$ cat src/rtl/core/rc_dbus_pkg.sv
// Shared types, constants and codes for the remote-control frame decoder.
// Used by every module of the block; depends on nothing.
package rc_dbus_pkg;

  // frame geometry and byte counter
  localparam int FRAME_BYTES = 18;
  localparam int COUNT_MAX   = 36;
  localparam int CNT_W       = 6;

  // channel field constants
  localparam int CH_W               = 11;
  localparam logic [15:0] CH_OFFSET = 16'd1024;
  localparam logic [3:0]  SW_SAFE   = 4'hA;
  localparam int LIMIT_W            = 11;
  localparam logic [LIMIT_W-1:0] LIMIT_RESET = 11'd660;

  // word kinds carried on the input tuser bit
  localparam logic MODE_DATA = 1'b0;
  localparam logic MODE_IDLE = 1'b1;

  typedef logic [7:0] byte_t;
  typedef byte_t [FRAME_BYTES-1:0] frame_t;

  // one decoded result word
  typedef struct packed {
    logic [CH_W-1:0] ch0;
    logic [CH_W-1:0] ch1;
    logic [CH_W-1:0] ch2;
    logic [CH_W-1:0] ch3;
    logic [15:0]     ch4;
    logic [3:0]      switches;
    logic [15:0]     mouse_x;
    logic [15:0]     mouse_y;
    logic [15:0]     mouse_z;
    logic [15:0]     mouse_buttons;
    logic [15:0]     keys;
    logic            frame_error;
  } result_t;

endpackage

$ cat src/rtl/core/rc_dbus_cell.sv
// One byte cell of the frame shift chain: loads its neighbour's byte on shift.
// Depends on rc_dbus_pkg.
module rc_dbus_cell (
  input  logic               clk,
  input  logic               shift_en,
  input  rc_dbus_pkg::byte_t din,
  output rc_dbus_pkg::byte_t dout
);

  rc_dbus_pkg::byte_t data;

  // hold, or take the byte from the previous cell
  always_ff @(posedge clk) begin
    if (shift_en) begin
      data <= din;
    end
  end

  assign dout = data;

endmodule

$ cat src/rtl/core/rc_dbus_chain.sv
// Row of byte cells holding the first bytes of the current frame.
// Depends on rc_dbus_pkg and rc_dbus_cell; presents the bytes in frame order.
module rc_dbus_chain (
  input  logic                clk,
  input  logic                shift_en,
  input  rc_dbus_pkg::byte_t  din,
  output rc_dbus_pkg::frame_t frame
);

  rc_dbus_pkg::frame_t cell_q;

  // new bytes enter cell 0 and travel towards the far end
  for (genvar i = 0; i < rc_dbus_pkg::FRAME_BYTES; i++) begin : g_cell
    if (i == 0) begin : g_head
      rc_dbus_cell u_cell (
        .clk      (clk),
        .shift_en (shift_en),
        .din      (din),
        .dout     (cell_q[i])
      );
    end else begin : g_body
      rc_dbus_cell u_cell (
        .clk      (clk),
        .shift_en (shift_en),
        .din      (cell_q[i-1]),
        .dout     (cell_q[i])
      );
    end
    // after a full frame the oldest byte sits in the last cell
    assign frame[i] = cell_q[rc_dbus_pkg::FRAME_BYTES-1-i];
  end

endmodule

$ cat src/rtl/core/rc_dbus_unpack.sv
// Unpacks a complete frame into result fields and applies the safety check.
// Depends on rc_dbus_pkg; purely combinational.
module rc_dbus_unpack (
  input  rc_dbus_pkg::frame_t                      frame,
  input  logic [rc_dbus_pkg::LIMIT_W-1:0]          channel_limit,
  output rc_dbus_pkg::result_t                     result
);

  logic [rc_dbus_pkg::CH_W-1:0] raw [4];
  logic [rc_dbus_pkg::CH_W-1:0] ch  [4];
  logic [11:0]                  mag [4];
  logic [3:0]                   over;
  logic [3:0]                   sw;
  logic [15:0]                  ch4;
  logic                         err;

  // slice the four packed stick channels
  assign raw[0] = {frame[1][2:0], frame[0]};
  assign raw[1] = {frame[2][5:0], frame[1][7:3]};
  assign raw[2] = {frame[4][0], frame[3], frame[2][7:6]};
  assign raw[3] = {frame[5][3:0], frame[4][7:1]};

  // subtract the centre offset and compare the magnitude with the limit
  always_comb begin
    for (int i = 0; i < 4; i++) begin
      ch[i]  = raw[i] ^ 11'h400;
      mag[i] = ch[i][10] ? (12'd0 - {ch[i][10], ch[i]}) : {1'b0, ch[i]};
      over[i] = mag[i] > {1'b0, channel_limit};
    end
  end

  assign sw  = frame[5][7:4];
  assign ch4 = {frame[17], frame[16]} - rc_dbus_pkg::CH_OFFSET;
  assign err = (|over) || (sw[1:0] == 2'b00) || (sw[3:2] == 2'b00);

  // force safe values on a failed check
  always_comb begin
    if (err) begin
      result             = '0;
      result.switches    = rc_dbus_pkg::SW_SAFE;
      result.frame_error = 1'b1;
    end else begin
      result.ch0           = ch[0];
      result.ch1           = ch[1];
      result.ch2           = ch[2];
      result.ch3           = ch[3];
      result.ch4           = ch4;
      result.switches      = sw;
      result.mouse_x       = {frame[7], frame[6]};
      result.mouse_y       = {frame[9], frame[8]};
      result.mouse_z       = {frame[11], frame[10]};
      result.mouse_buttons = {frame[13], frame[12]};
      result.keys          = {frame[15], frame[14]};
      result.frame_error   = 1'b0;
    end
  end

endmodule

$ cat src/rtl/core/rc_dbus_frame_decoder_top.sv
// Top level of the remote-control frame decoder: byte counter, cell chain,
// unpacker and a two-entry output stage. Depends on rc_dbus_pkg and submodules.
//
// Usage:
//   Slave stream: each word is one received UART byte (tuser = 0, byte in
//   tdata[7:0]) or an idle-line event (tuser = 1) closing the frame.
//   Master stream: one decoded word per idle event that follows exactly
//   18 bytes; idle events after any other count give nothing.
//   Config channel: cfg_data[10:0] sets the stick magnitude limit; always
//   ready, to be written only while the block is idle.
//   Output: a result is registered in the output register, or in the skid
//   register while the output waits. Throughput: one slave word per cycle
//   while tready is high; data bytes and idle words may run back to back.
//   Stall: results collect in an output register and a skid register; the
//   slave side drops tready only while both hold a word.
//   Reset (rst, synchronous): clears the byte count, empties the output stage
//   and sets the limit to 660. Frame bytes are not cleared; a full frame is
//   always shifted in before one is decoded.
module rc_dbus_frame_decoder_top (
  input  logic         clk,
  input  logic         rst,
  // slave stream
  input  logic         s_tvalid,
  output logic         s_tready,
  input  logic [7:0]   s_tdata,   // [7:0] data_byte
  input  logic         s_tuser,   // [0] mode
  // master stream
  output logic         m_tvalid,
  input  logic         m_tready,
  // [10:0] ch0, [21:11] ch1, [32:22] ch2, [43:33] ch3, [59:44] ch4,
  // [63:60] switches, [79:64] mouse_x, [95:80] mouse_y, [111:96] mouse_z,
  // [127:112] mouse_buttons, [143:128] keys
  output logic [143:0] m_tdata,
  output logic         m_tuser,   // [0] frame_error
  // configuration write
  input  logic         cfg_valid,
  output logic         cfg_ready,
  input  logic [10:0]  cfg_data   // [10:0] channel_limit
);

  logic [rc_dbus_pkg::CNT_W-1:0]   byte_count;
  logic [rc_dbus_pkg::LIMIT_W-1:0] channel_limit;
  rc_dbus_pkg::frame_t             frame;
  rc_dbus_pkg::result_t            result;
  rc_dbus_pkg::result_t            out_word;
  rc_dbus_pkg::result_t            skid_word;
  logic                            skid_valid;
  logic                            in_fire;
  logic                            data_fire;
  logic                            frame_done;
  logic                            out_free;

  assign in_fire    = s_tvalid && s_tready;
  assign data_fire  = in_fire && (s_tuser == rc_dbus_pkg::MODE_DATA);
  assign frame_done = in_fire && (s_tuser == rc_dbus_pkg::MODE_IDLE) &&
                      (byte_count == rc_dbus_pkg::CNT_W'(rc_dbus_pkg::FRAME_BYTES));
  assign out_free   = !m_tvalid || m_tready;
  assign s_tready   = !skid_valid;
  assign cfg_ready  = 1'b1;

  // shift a byte into the chain only while the frame is still short
  rc_dbus_chain u_chain (
    .clk      (clk),
    .shift_en (data_fire &&
               (byte_count < rc_dbus_pkg::CNT_W'(rc_dbus_pkg::FRAME_BYTES))),
    .din      (s_tdata),
    .frame    (frame)
  );

  rc_dbus_unpack u_unpack (
    .frame         (frame),
    .channel_limit (channel_limit),
    .result        (result)
  );

  // count bytes, saturating; clear on every idle word
  always_ff @(posedge clk) begin
    if (rst) begin
      byte_count <= '0;
    end else if (in_fire) begin
      if (s_tuser == rc_dbus_pkg::MODE_IDLE) begin
        byte_count <= '0;
      end else if (byte_count < rc_dbus_pkg::CNT_W'(rc_dbus_pkg::COUNT_MAX)) begin
        byte_count <= byte_count + 1'b1;
      end
    end
  end

  // limit register
  always_ff @(posedge clk) begin
    if (rst) begin
      channel_limit <= rc_dbus_pkg::LIMIT_RESET;
    end else if (cfg_valid && cfg_ready) begin
      channel_limit <= cfg_data;
    end
  end

  // output register with skid: advance the skid word when the output drains
  always_ff @(posedge clk) begin
    if (rst) begin
      m_tvalid   <= 1'b0;
      skid_valid <= 1'b0;
    end else begin
      if (skid_valid) begin
        if (m_tready) begin
          skid_valid <= 1'b0;
        end
      end else if (frame_done && !out_free) begin
        skid_valid <= 1'b1;
      end
      if (out_free) begin
        m_tvalid <= skid_valid || frame_done;
      end
    end
  end

  always_ff @(posedge clk) begin
    if (out_free) begin
      out_word <= skid_valid ? skid_word : result;
    end
    if (!skid_valid && frame_done && !out_free) begin
      skid_word <= result;
    end
  end

  assign m_tdata = {out_word.keys, out_word.mouse_buttons, out_word.mouse_z,
                    out_word.mouse_y, out_word.mouse_x, out_word.switches,
                    out_word.ch4, out_word.ch3, out_word.ch2, out_word.ch1,
                    out_word.ch0};
  assign m_tuser = out_word.frame_error;

  // skid register only fills behind a waiting output word
  a_skid_behind_out: assert property (@(posedge clk) disable iff (rst)
    skid_valid |-> m_tvalid)
    else $error("skid word held with empty output register");

  // byte count never passes its saturation point
  a_count_sat: assert property (@(posedge clk) disable iff (rst)
    byte_count <= rc_dbus_pkg::CNT_W'(rc_dbus_pkg::COUNT_MAX))
    else $error("byte count beyond saturation");

  // an idle word always restarts the frame
  a_idle_clears: assert property (@(posedge clk) disable iff (rst)
    (in_fire && s_tuser == rc_dbus_pkg::MODE_IDLE) |=> byte_count == '0)
    else $error("byte count not cleared by idle word");

  // an error word carries the safe switch positions
  a_error_safe: assert property (@(posedge clk) disable iff (rst)
    (m_tvalid && m_tuser) |-> (m_tdata[63:60] == rc_dbus_pkg::SW_SAFE))
    else $error("error word without safe switches");

endmodule

$ cat config.mk
export PLATFORM = sky130hd
export DESIGN_NAME = rc_dbus_frame_decoder_top
export DESIGN_NICKNAME = d
export VERILOG_FILES = /design/src/rtl/core/rc_dbus_pkg.sv /design/src/rtl/core/rc_dbus_cell.sv /design/src/rtl/core/rc_dbus_chain.sv /design/src/rtl/core/rc_dbus_unpack.sv /design/src/rtl/core/rc_dbus_frame_decoder_top.sv
export SDC_FILE = /design/constraint.sdc
export NUM_CORES = 1
export LEC_CHECK = 0
export BUFFER_PORTS_ARGS = -buffer_cell sky130_fd_sc_hd__buf_2
export CORE_MARGIN = 2
export CORE_UTILIZATION = 55
export DETAILED_ROUTE_END_ITERATION = 16
export PLACE_DENSITY = 0.74
export SYNTH_ARGS = -nofsm -noshare
export SYNTH_HDL_FRONTEND = slang
export SYNTH_SLANG_ARGS = --single-unit
$ cat constraint.sdc
create_clock -name clk -period 33.4 [get_ports clk]
set_input_delay 6.68 -clock clk [delete_from_list [all_inputs] [get_ports clk]]
set_output_delay 6.68 -clock clk [all_outputs]
set_load 0.02 [all_outputs]
==> metrics.yaml, run 1 <==
status: "finished clean"
r2r-end: "m_tdata[115]"
io_buffers: 171
cts_buffer_depth: 3
clock_power_share_pct: 36.6
die_w_um: 195
r2r_cells: 12
drive_above_1_share_pct: 23.6
rrSetupSlack_ns: 28.48
drtIter0Drc: 1057
synth_edf_count: 434
critPathMaxStageDelay_ns: 0.86
cp_max_fo: 84
start_util_pct: 56.1
clock-sinks: 453
finalSetupTns_ns: 0
skew_ns: 0.0118
grt-ovfl-total: 0
diodes: 0
synth-main-ff-cell: "edfxtp_1"
path_class: "in2reg"
row_count: 69
p_int_uw: 946
ys_ff_latch: 453
synth_nets: 1492
critPathSlowestCell: "buf_4"
io_pins: 173
power_mw: 1.27
vias: 12000
multi_input_area_mm2: 0.00554
die_y_um: 195
synthCells: 1416
switching_share_pct: 25.8
post_cts_buffers: 0
p_seq_share_pct: 51.6
die-area_mm2: 0.0379
clkTransAtPathRegs_ns: 0.06
ff_latch_area_mm2: 0.0134
core-area_mm2: 0.0357
dp_hpwl_um: 26100
slew-limit-headroom_pct: 19.0
h-tree-depth: 2
routed_wl_um: 41800
antenna_found_initial: 0
fin_crit_sh_pct: 27.3
cp_common_cell: "buf_4"
grt_setup_unrepaired: "false"
hold_class: "reg2reg"
synth_area_leaders: "edfxtp_1 65%, o41ai_2 9.4%, nor3_1 3.7%"
worst_ep_arrival_time_ns: 9.30
cap_violations: 0
area_growth_syn_to_layout_pct: 12.1
fin_nets: 1623
grt_pass1_wl_um: 65700
final-setup-viol-count: 0
fmax_mhz: 109
ys_types: 49
grtUsageTotal_pct: 22.0
first_global_vias: 11700
wire_per_inst_um: 20.5
design_area_mm2: 0.0224
cellPowerDensity_mw_per_mm2: 56.9
synth-async-reset-ratio_pct: 0
nFillCells: 2665
cts_tree: "built"
holdBufCountCts: 0
crit_required_ns: 33.57
dr.pass1.iters: 5
post_cts_resize_count: 0
drtAntennaViolNets: 0
final_max_slew_viol_count: 0
clock_latency_ns: 0.54
ir_drop_mv: 0.0462
final_common_cell: "edfxtp_1"
path_cells: "buf_2 > inv_1 > or4_1 > nor2_4 > buf_4 > buf_4"
final_cell_mix: "434 x edfxtp_1, 171 x buf_2, 154 x nand2_1"
drcViolationCount: 0
combPwrFrac_pct: 11.7
cp-end-kind: "register"
synth_top_area_cell: "edfxtp_1"
via_per_inst: 5.86
switchingPower_uw: 329
crit_end: "skid_word[107]"
numCtsBuffers: 46
clockRootBuffer: "clkbuf_16"
place_area_mm2: 0.0211
grt_max_degree: 124
netlist_area_mm2: 0.0200
r2r-start: "u_chain.g_cell[17].g_body.u_cell.dout[5]"
startpoint_type: "input pin"
leakage_nw: 9.00
yosysWarnings: 0
worstMarginPinSlew_ns: 1.21
period_minus_slack_ns: 9.13
place.gp.congestion: 0.862
hold_viol: 0
startpoint: "s_tuser"
ys_seq_area_share_pct: 67.1
yosysTopAreaCellShare_pct: 65.2
syn_avg_cell_area_um2: 14.1
power groups by stage:
| stage | combinational [mW] | clock [mW] | sequential (mW) |
|---|---|---|---|
| after global placement | 0.146 | 0 | 0.670 |
| after floorplan | 0.100 | 0 | 0.689 |
| after CTS | 0.150 | 0.475 | 0.659 |
| after detailed placement | 0.149 | 0 | 0.670 |
| final | 0.150 | 0.467 | 0.658 |
| after global routing | 0.163 | 0.495 | 0.660 |
cells by family (layout without fill, tap and decap cells):
group | count (synthesis) | after routing | synth area share [%]
buffers and inverters | 253 | 419 | 5.47
xor gates and xnor gates | 39 | 39 | 1.71
DFF | 453 | 453 | 67.1
other | 1 | 1 | 0.0188
and+or+nand+nor | 392 | 392 | 8.94
muxes | 13 | 13 | 0.676
AOI/OAI and AO/OA | 214 | 214 | 12.9
adders and majority gates | 51 | 51 | 3.19
per-layer routing:
layer	vias up	GRT usage, %	wire, µm
li1	5586	-	-
met1	5927	30.7	18300
met2	376	36.2	20500
met3	74	2.90	1900
met4	0	7.15	1170
met5	-	0	0
final cells by class:
| type | count | area share (%) |
|---|---|---|
| Clock buffer | 54 | 5.27 |
| Multi-Input combinational cell | 710 | 24.7 |
| Timing Repair Buffer | 185 | 4.29 |
| Inverter | 151 | 2.53 |
| Clock inverter | 29 | 0.748 |
| Sequential cell | 453 | 59.9 |
| Tap cell | 461 | 2.57 |
worst min-delay path by stage:
stage | startpoint | end | slack, ns | depth (start not counted)
6_report | u_chain.g_cell[10].g_body.u_cell.dout[4] | u_chain.g_cell[11].g_body.u_cell.dout[4] | 0.45 | 0
5_1_grt | u_chain.g_cell[2].g_body.u_cell.dout[3] | u_chain.g_cell[3].g_body.u_cell.dout[3] | 0.45 | 0
4_1_cts | u_chain.g_cell[12].g_body.u_cell.dout[0] | u_chain.g_cell[13].g_body.u_cell.dout[0] | 0.45 | 0
3_5_place_dp | u_chain.g_cell[12].g_body.u_cell.dout[0] | u_chain.g_cell[13].g_body.u_cell.dout[0] | 0.43 | 0
3_3_place_gp | u_chain.g_cell[12].g_body.u_cell.dout[0] | u_chain.g_cell[13].g_body.u_cell.dout[0] | 0.43 | 0
2_1_floorplan | u_chain.g_cell[9].g_body.u_cell.dout[0] | u_chain.g_cell[10].g_body.u_cell.dout[0] | 0.43 | 0
sequential cells by signal, indices dropped and copies added, names as in the netlist:
name                               flops
skid_word                            145
m_tuser                                1
skid_valid                             1
u_chain.g_cell.g_body.u_cell.dout    136
byte_count                             6
channel_limit                         11
u_chain.g_cell.g_head.u_cell.dout      8
m_tdata                              144
m_tvalid                               1
worst max-delay path: cells and delay by family:
kind,cells,cell delay (ns)
and+or+nand+nor,2,0.68
buffers and inverters,4,1.87
synthesized netlist by cell type, types with 3 or more instances:
cell type,instances
o211ai_1,9
nand2_1,155
o41ai_1,23
a21o_1,6
and3_1,8
clkbuf_1,44
nand4_1,12
buf_2,40
dfxtp_1,19
buf_1,5
a31oi_1,14
nor4_1,5
ha_1,51
mux2_2,4
xor2_1,5
inv_1,151
or3_1,6
nor3_1,149
mux2i_1,9
buf_6,12
xnor2_1,34
o21ai_0,3
a21oi_1,24
nand3_1,8
nor2_1,35
edfxtp_1,434
o22ai_1,3
or2_1,3
o41ai_2,116
nor2b_1,4
through the flow:
step                util, %  hold WS [ns]  setup WS [ns]  instances
finish                 62.8         0.448          24.27       2043
global route           62.8         0.453          24.12       2043
CTS                    62.8         0.447          24.24       2043
detailed placement     59.1         0.433          23.66       1960
global placement       59.1         0.429          23.71       1960
floorplan                 -         0.426          11.76       1416
(Power assumes the default switching activity.)
==> inputs of run 2 (changes only) <==
==> constraint.sdc (replaced) <==
create_clock -name clk -period 9.3 [get_ports clk]
set_input_delay 1.86 -clock clk [delete_from_list [all_inputs] [get_ports clk]]
set_output_delay 1.86 -clock clk [all_outputs]
set_load 0.02 [all_outputs]
==> run 2 against run 1 <==
Final area increased by 0.87%; wire length increased by 1.7%; critical path depth increased by 6; clock skew increased by 0.0093 ns; critical path type is now reg2reg; count of clock-buffer cells in the layout increased by 4; register-to-register slack got worse by 24 ns; via count increased by 0.67%; non-clock buffer count decreased by 4; core utilization increased by 0.55 points; setup slack got worse by 20 ns.
==> metrics.yaml, run 2 (synthesis gave the netlist of run 1 again) <==
placed_cells: 1956  # -0.20%
drt-met1-wl_um: 18400  # +0.54%
h-tree-depth: 2  # unchanged
core-area_mm2: 0.0357  # unchanged
clock-sinks: 453  # unchanged
place.gp.congestion: 0.834  # -3.3%
grt-ovfl-total: 0  # unchanged
antenna_found_initial: 0  # unchanged
die_y_um: 195  # unchanged
post_cts_resize_count: 0  # unchanged
io_buffers: 171  # unchanged
row_count: 69  # unchanged
crit_buf_inv: 1  # -3
dr.pass1.iters: 7  # +2
cts_tree: "built"
grt_max_degree: 182  # +47%
fin_nets: 1620  # -0.18%
finalSetupTns_ns: 0  # unchanged
nFillCells: 2631  # -1.3%
hold_viol: 0  # unchanged
final_cell_mix: "434 x edfxtp_1, 171 x buf_2, 154 x nand2_1"
clkTransAtPathRegs_ns: 0.06  # about the same
diodes: 0  # unchanged
multi_input_area_mm2: 0.00555  # +0.32%
skew_ns: 0.0211  # +0.00926 ns
drcViolationCount: 0  # unchanged
top_layer_used: "met4"
worstMarginPinSlew_ns: 1.10  # -0.117 ns
period_minus_slack_ns: 4.89
holdBufCountCts: 0  # unchanged
cap_violations: 0  # unchanged
final_common_cell: "edfxtp_1"
wl_met2_um: 20500  # about the same
cts_buffer_depth: 3  # unchanged
status: "finished clean"
path_class: "reg2reg"
io_pins: 173  # unchanged
ff_latch_area_mm2: 0.0134  # unchanged
drtIter0Drc: 1048  # -0.85%
worst_ep_arrival_time_ns: 5.22  # -4.08 ns
drtAntennaViolNets: 0  # unchanged
hold_class: "reg2reg"
critPathMaxStageDelay_ns: 0.61  # -0.25 ns
dr_wl_met3_um: 2320  # +22%
largest_reg_flops: 145  # unchanged
layout.cells.non_filler: 2043  # unchanged
postLayoutCoreUtil_pct: 63.4  # +0.55 points
area_growth_syn_to_layout_pct: 13.0
numCtsBuffers: 47  # +2.2%
holdWs_ns: 0.442  # -0.00623 ns
critPathSlowestCell: "nor4_1"
cellPowerDensity_mw_per_mm2: 211  # +270%
vias: 12000  # +0.67%
worst_slack_ns: 4.41  # -19.86 ns
drive_above_1_share_pct: 23.8  # +0.25 points
leakage_nw: 9.26  # +2.9%
fin_crit_sh_pct: 52.6
cp_max_fo: 181  # +120%
p_seq_share_pct: 49.8  # -1.8 points
crit_required_ns: 9.63  # -23.94 ns
clock_latency_ns: 0.55  # about the same
dp_hpwl_um: 25600  # -2.0%
p_int_mw: 3.55  # +280%
combPwrFrac_pct: 11.3  # -0.4 points
routed_wl_um: 42600  # +1.7%
wire_per_inst_um: 20.8  # +1.7%
grtUsageTotal_pct: 22.1  # +0.084 points
slew-limit-headroom_pct: 26.6  # +7.6 points
fmax_mhz: 205
grt_pass1_wl_um: 65800  # +0.13%
final_max_slew_viol_count: 0  # unchanged
ir_drop_mv: 0.162  # +250%
die-area_mm2: 0.0379  # unchanged
post_cts_buffers: 0  # unchanged
via_per_inst: 5.89  # +0.67%
clock_power_share_pct: 38.9  # +2.3 points
cpLargestDelayFamily: "simple AND/OR/NAND/NOR gates"
start_util_pct: 56.1  # unchanged
clockRootBuffer: "clkbuf_16"
pre_cts_ws_ns: 4.22  # -19.44 ns
final-setup-viol-count: 0  # unchanged
grt_setup_unrepaired: "false"
path_cells: "nor4_1 > and3_1 > nand2_1 > nor4_1 > ha_1 > and3_4 > a221oi_1 > nand2_1 > o22ai_2 > nand2_8 > buf_12 > o41ai_1"
regMostFlops: "skid_word"
cp-end-kind: "register"
switching_share_pct: 25.4  # -0.45 points
die_w_um: 195  # unchanged
switchingPower_mw: 1.21  # +270%
first_global_vias: 11700  # +0.57%
startpoint_type: "register"
## run 2: final timing paths
path | from | endpoint | slack, ns | depth (start not counted)
setup / recovery | u_chain.g_cell[17].g_body.u_cell.dout[5] | m_tdata[134] | 4.41 | 12
hold / removal | u_chain.g_cell[3].g_body.u_cell.dout[6] | u_chain.g_cell[4].g_body.u_cell.dout[6] | 0.44 | 0
setup reg to reg | u_chain.g_cell[17].g_body.u_cell.dout[5] | m_tdata[134] | 4.41 | 12
hold reg to reg | u_chain.g_cell[3].g_body.u_cell.dout[6] | u_chain.g_cell[4].g_body.u_cell.dout[6] | 0.44 | 0
## run 2: power groups by stage
stage	logic, mW	clock network (mW)	registers (mW)
finish	0.537	1.85	2.37
global route	0.581	1.96	2.38
CTS	0.539	1.88	2.37
detailed placement	0.537	0	2.41
global placement	0.524	0	2.41
floorplan	0.361	0	2.46
## run 2: stage by stage
stage          power (mW)  instance area, µm²
2_1_floorplan        2.83               20000
3_3_place_gp         2.94               21100
3_5_place_dp         2.95               21100
4_1_cts              4.79               22600
5_1_grt              4.92               22600
6_report             4.76               22600
## run 2: area by class of cell
class	instances	area share [%]
Sequential cell	453	59.4
Tap cell	461	2.55
Timing Repair Buffer	181	4.28
Multi-Input combinational cell	710	24.6
Clock inverter	29	1.24
Clock buffer	58	5.48
Inverter	151	2.51
## run 2: layer usage
metal	global-route usage [%]	vias to the layer above
met5	0	-
met4	7.95	0
met3	3.07	85
met2	35.5	428
met1	31.1	5958
li1	-	5572
## run 2: worst reg2reg max path: cells and delay by family, from the launching register on
kind            cells  cell delay, ns
simple gates        7            1.99
compound gates      3            1.39
flops               1            0.41
buf+inv             1            0.58
fa+ha+maj           1            0.31
==> inputs of run 3 (changes only) <==
==> constraint.sdc (replaced) <==
create_clock -name clk -period 4.54 [get_ports clk]
set_input_delay 0.908 -clock clk [delete_from_list [all_inputs] [get_ports clk]]
set_output_delay 0.908 -clock clk [all_outputs]
set_load 0.02 [all_outputs]
==> run 3 against run 2 <==
Via count rose by 1.1%; global-route usage rose by 1.2 points; critical path type unchanged; setup slack worse by 4.0 ns.
==> metrics.yaml, run 3 (synthesis gave the netlist of run 1 again) <==
cellPowerDensity_mw_per_mm2: 436  # +110%
worstMarginPinSlew_ns: 1.23  # +0.127 ns
r2r_cells: 12  # unchanged
area_growth_syn_to_layout_pct: 14.2
die-area_mm2: 0.0379  # unchanged
combPwrFrac_pct: 11.7  # +0.4 points
grtUsageTotal_pct: 23.3  # +1.2 points
drtAntennaViolNets: 0  # unchanged
power_mw: 9.95  # +110%
cap_violations: 0  # unchanged
holdBufCountCts: 0  # unchanged
wire_per_inst_um: 21.4  # +2.6%
cts_buffer_depth: 3  # unchanged
numCtsBuffers: 47  # unchanged
hold_class: "reg2reg"
clkTransAtPathRegs_ns: 0.06  # about the same
antenna_found_initial: 0  # unchanged
p_seq_share_pct: 48.9  # -0.9 points
startpoint_type: "register"
leakage_nw: 9.21  # -0.52%
clock_power_share_pct: 39.5  # +0.6 points
hold-path-cell-count: 0  # unchanged
fin_crit_sh_pct: 90.0  # +37 points
drcViolationCount: 0  # unchanged
post_cts_resize_count: 0  # unchanged
drive_above_1_share_pct: 24.6  # +0.78 points
grt_setup_unrepaired: "false"
path_class: "reg2reg"
skew_ns: 0.0205  # -0.000624 ns
postLayoutCoreUtil_pct: 64.1  # +0.66 points
slew-limit-headroom_pct: 18.3  # -8.3 points
cp_max_fo: 85  # -53%
dp_hpwl_um: 26800  # +4.5%
use_met2_pct: 36.6  # +1.0 points
fmax_mhz: 245  # +20%
io_buffers: 171  # unchanged
hold_viol: 0  # unchanged
final_common_cell: "edfxtp_1"
period_minus_slack_ns: 4.08  # -0.805 ns
final-setup-viol-count: 0  # unchanged
grt_max_degree: 207  # +14%
switching_share_pct: 25.3  # about the same
final_cell_mix: "434 x edfxtp_1, 171 x buf_2, 153 x nand2_1"
clock_latency_ns: 0.58  # +0.03 ns
worst_ep_arrival_time_ns: 4.44  # -0.78 ns
clock-sinks: 453  # unchanged
h-tree-depth: 2  # unchanged
post_cts_buffers: 0  # unchanged
use_met1_pct: 32.2  # +1.1 points
largest_reg_flops: 145  # unchanged
row_count: 69  # unchanged
io_pins: 173  # unchanged
cts_tree: "built"
cp-end-kind: "register"
core-area_mm2: 0.0357  # unchanged
grt_pass1_wl_um: 68500  # +4.1%
vias: 12200  # +1.1%
die_w_um: 195  # unchanged
via_per_inst: 5.93  # +0.54%
ir_drop_mv: 0.314  # +93%
switchingPower_mw: 2.52  # +110%
p_int_mw: 7.43  # +110%
place.gp.congestion: 0.852  # +2.2%
die_y_um: 195  # unchanged
routed_wl_um: 43900  # +3.1%
globalRoute.busiestLayer: "met2"
drtIter0Drc: 1198  # +14%
crit_required_ns: 4.89  # -4.74 ns
met3_usage_pct: 4.37  # +1.3 points
start_util_pct: 56.1  # unchanged
holdWs_ns: 0.445  # +0.00278 ns
regMostFlops: "skid_word"
diodes: 0  # unchanged
final_max_slew_viol_count: 0  # unchanged
finalSetupTns_ns: 0  # unchanged
nFillCells: 2601  # -1.1%
fin_nets: 1630  # +0.62%
grt-ovfl-total: 0  # unchanged
clockRootBuffer: "clkbuf_16"
dr.pass1.iters: 5  # -2
first_global_vias: 12000  # +2.1%
status: "finished clean"
==> run 3: power by group through the flow <==
stage / Clock [mW] / Sequential (mW) / Combinational, mW
finish: 3.93 / 4.86 / 1.16
detailed placement: 0 / 4.95 / 1.16
CTS: 4.01 / 4.86 / 1.17
global placement: 0 / 4.95 / 1.13
global route: 4.14 / 4.88 / 1.26
floorplan: 0 / 5.05 / 0.739
==> run 3: layout make-up <==
type	instances	area, µm²	share of cell area [%]
Clock buffer	64	1320	5.79
Clock inverter	24	263	1.15
Inverter	151	567	2.48
Multi-Input combinational cell	710	5560	24.4
Sequential cell	453	13400	58.7
Tap cell	461	577	2.53
Timing Repair Buffer	191	1130	4.95
==> run 3: path summary, 6_finish.rpt <==
kind                                                                from                                  endpoint  slack, ns
worst max register to register  u_chain.g_cell[17].g_body.u_cell.dout[5]                               m_tdata[24]       0.46
worst min register to register  u_chain.g_cell[11].g_body.u_cell.dout[7]  u_chain.g_cell[12].g_body.u_cell.dout[7]       0.44
worst max-delay path            u_chain.g_cell[17].g_body.u_cell.dout[5]                               m_tdata[24]       0.46
worst min-delay path            u_chain.g_cell[11].g_body.u_cell.dout[7]  u_chain.g_cell[12].g_body.u_cell.dout[7]       0.44
==> run 3: metrics by stage <==
step	worst slack [ns]	instances	area [µm²]
floorplan	-1.44	1416	20000
global placement	0.498	1966	21200
detailed placement	0.352	1966	21200
CTS	0.314	2054	22800
global route	0.0542	2054	22800
finish	0.456	2054	22800
==> run 3: per-layer routing <==
layer	vias to the layer above	part of all wire, %
met2	450	47
li1	5603	-
met5	-	0
met1	6039	43
met3	81	6.1
met4	0	3.3
==> run 3: worst max-delay path: stages, from the launching register on <==
cell and delay, ns:
edfxtp_1 0.40, nor4_2 0.45, and3_1 0.26, nand2_1 0.06, nor4_1 0.23, ha_1 0.30, and3_4 0.19, a221oi_1 0.27
nand2_1 0.10, o22ai_2 0.28, nand2_8 0.42, buf_4 0.44, o41ai_2 0.37
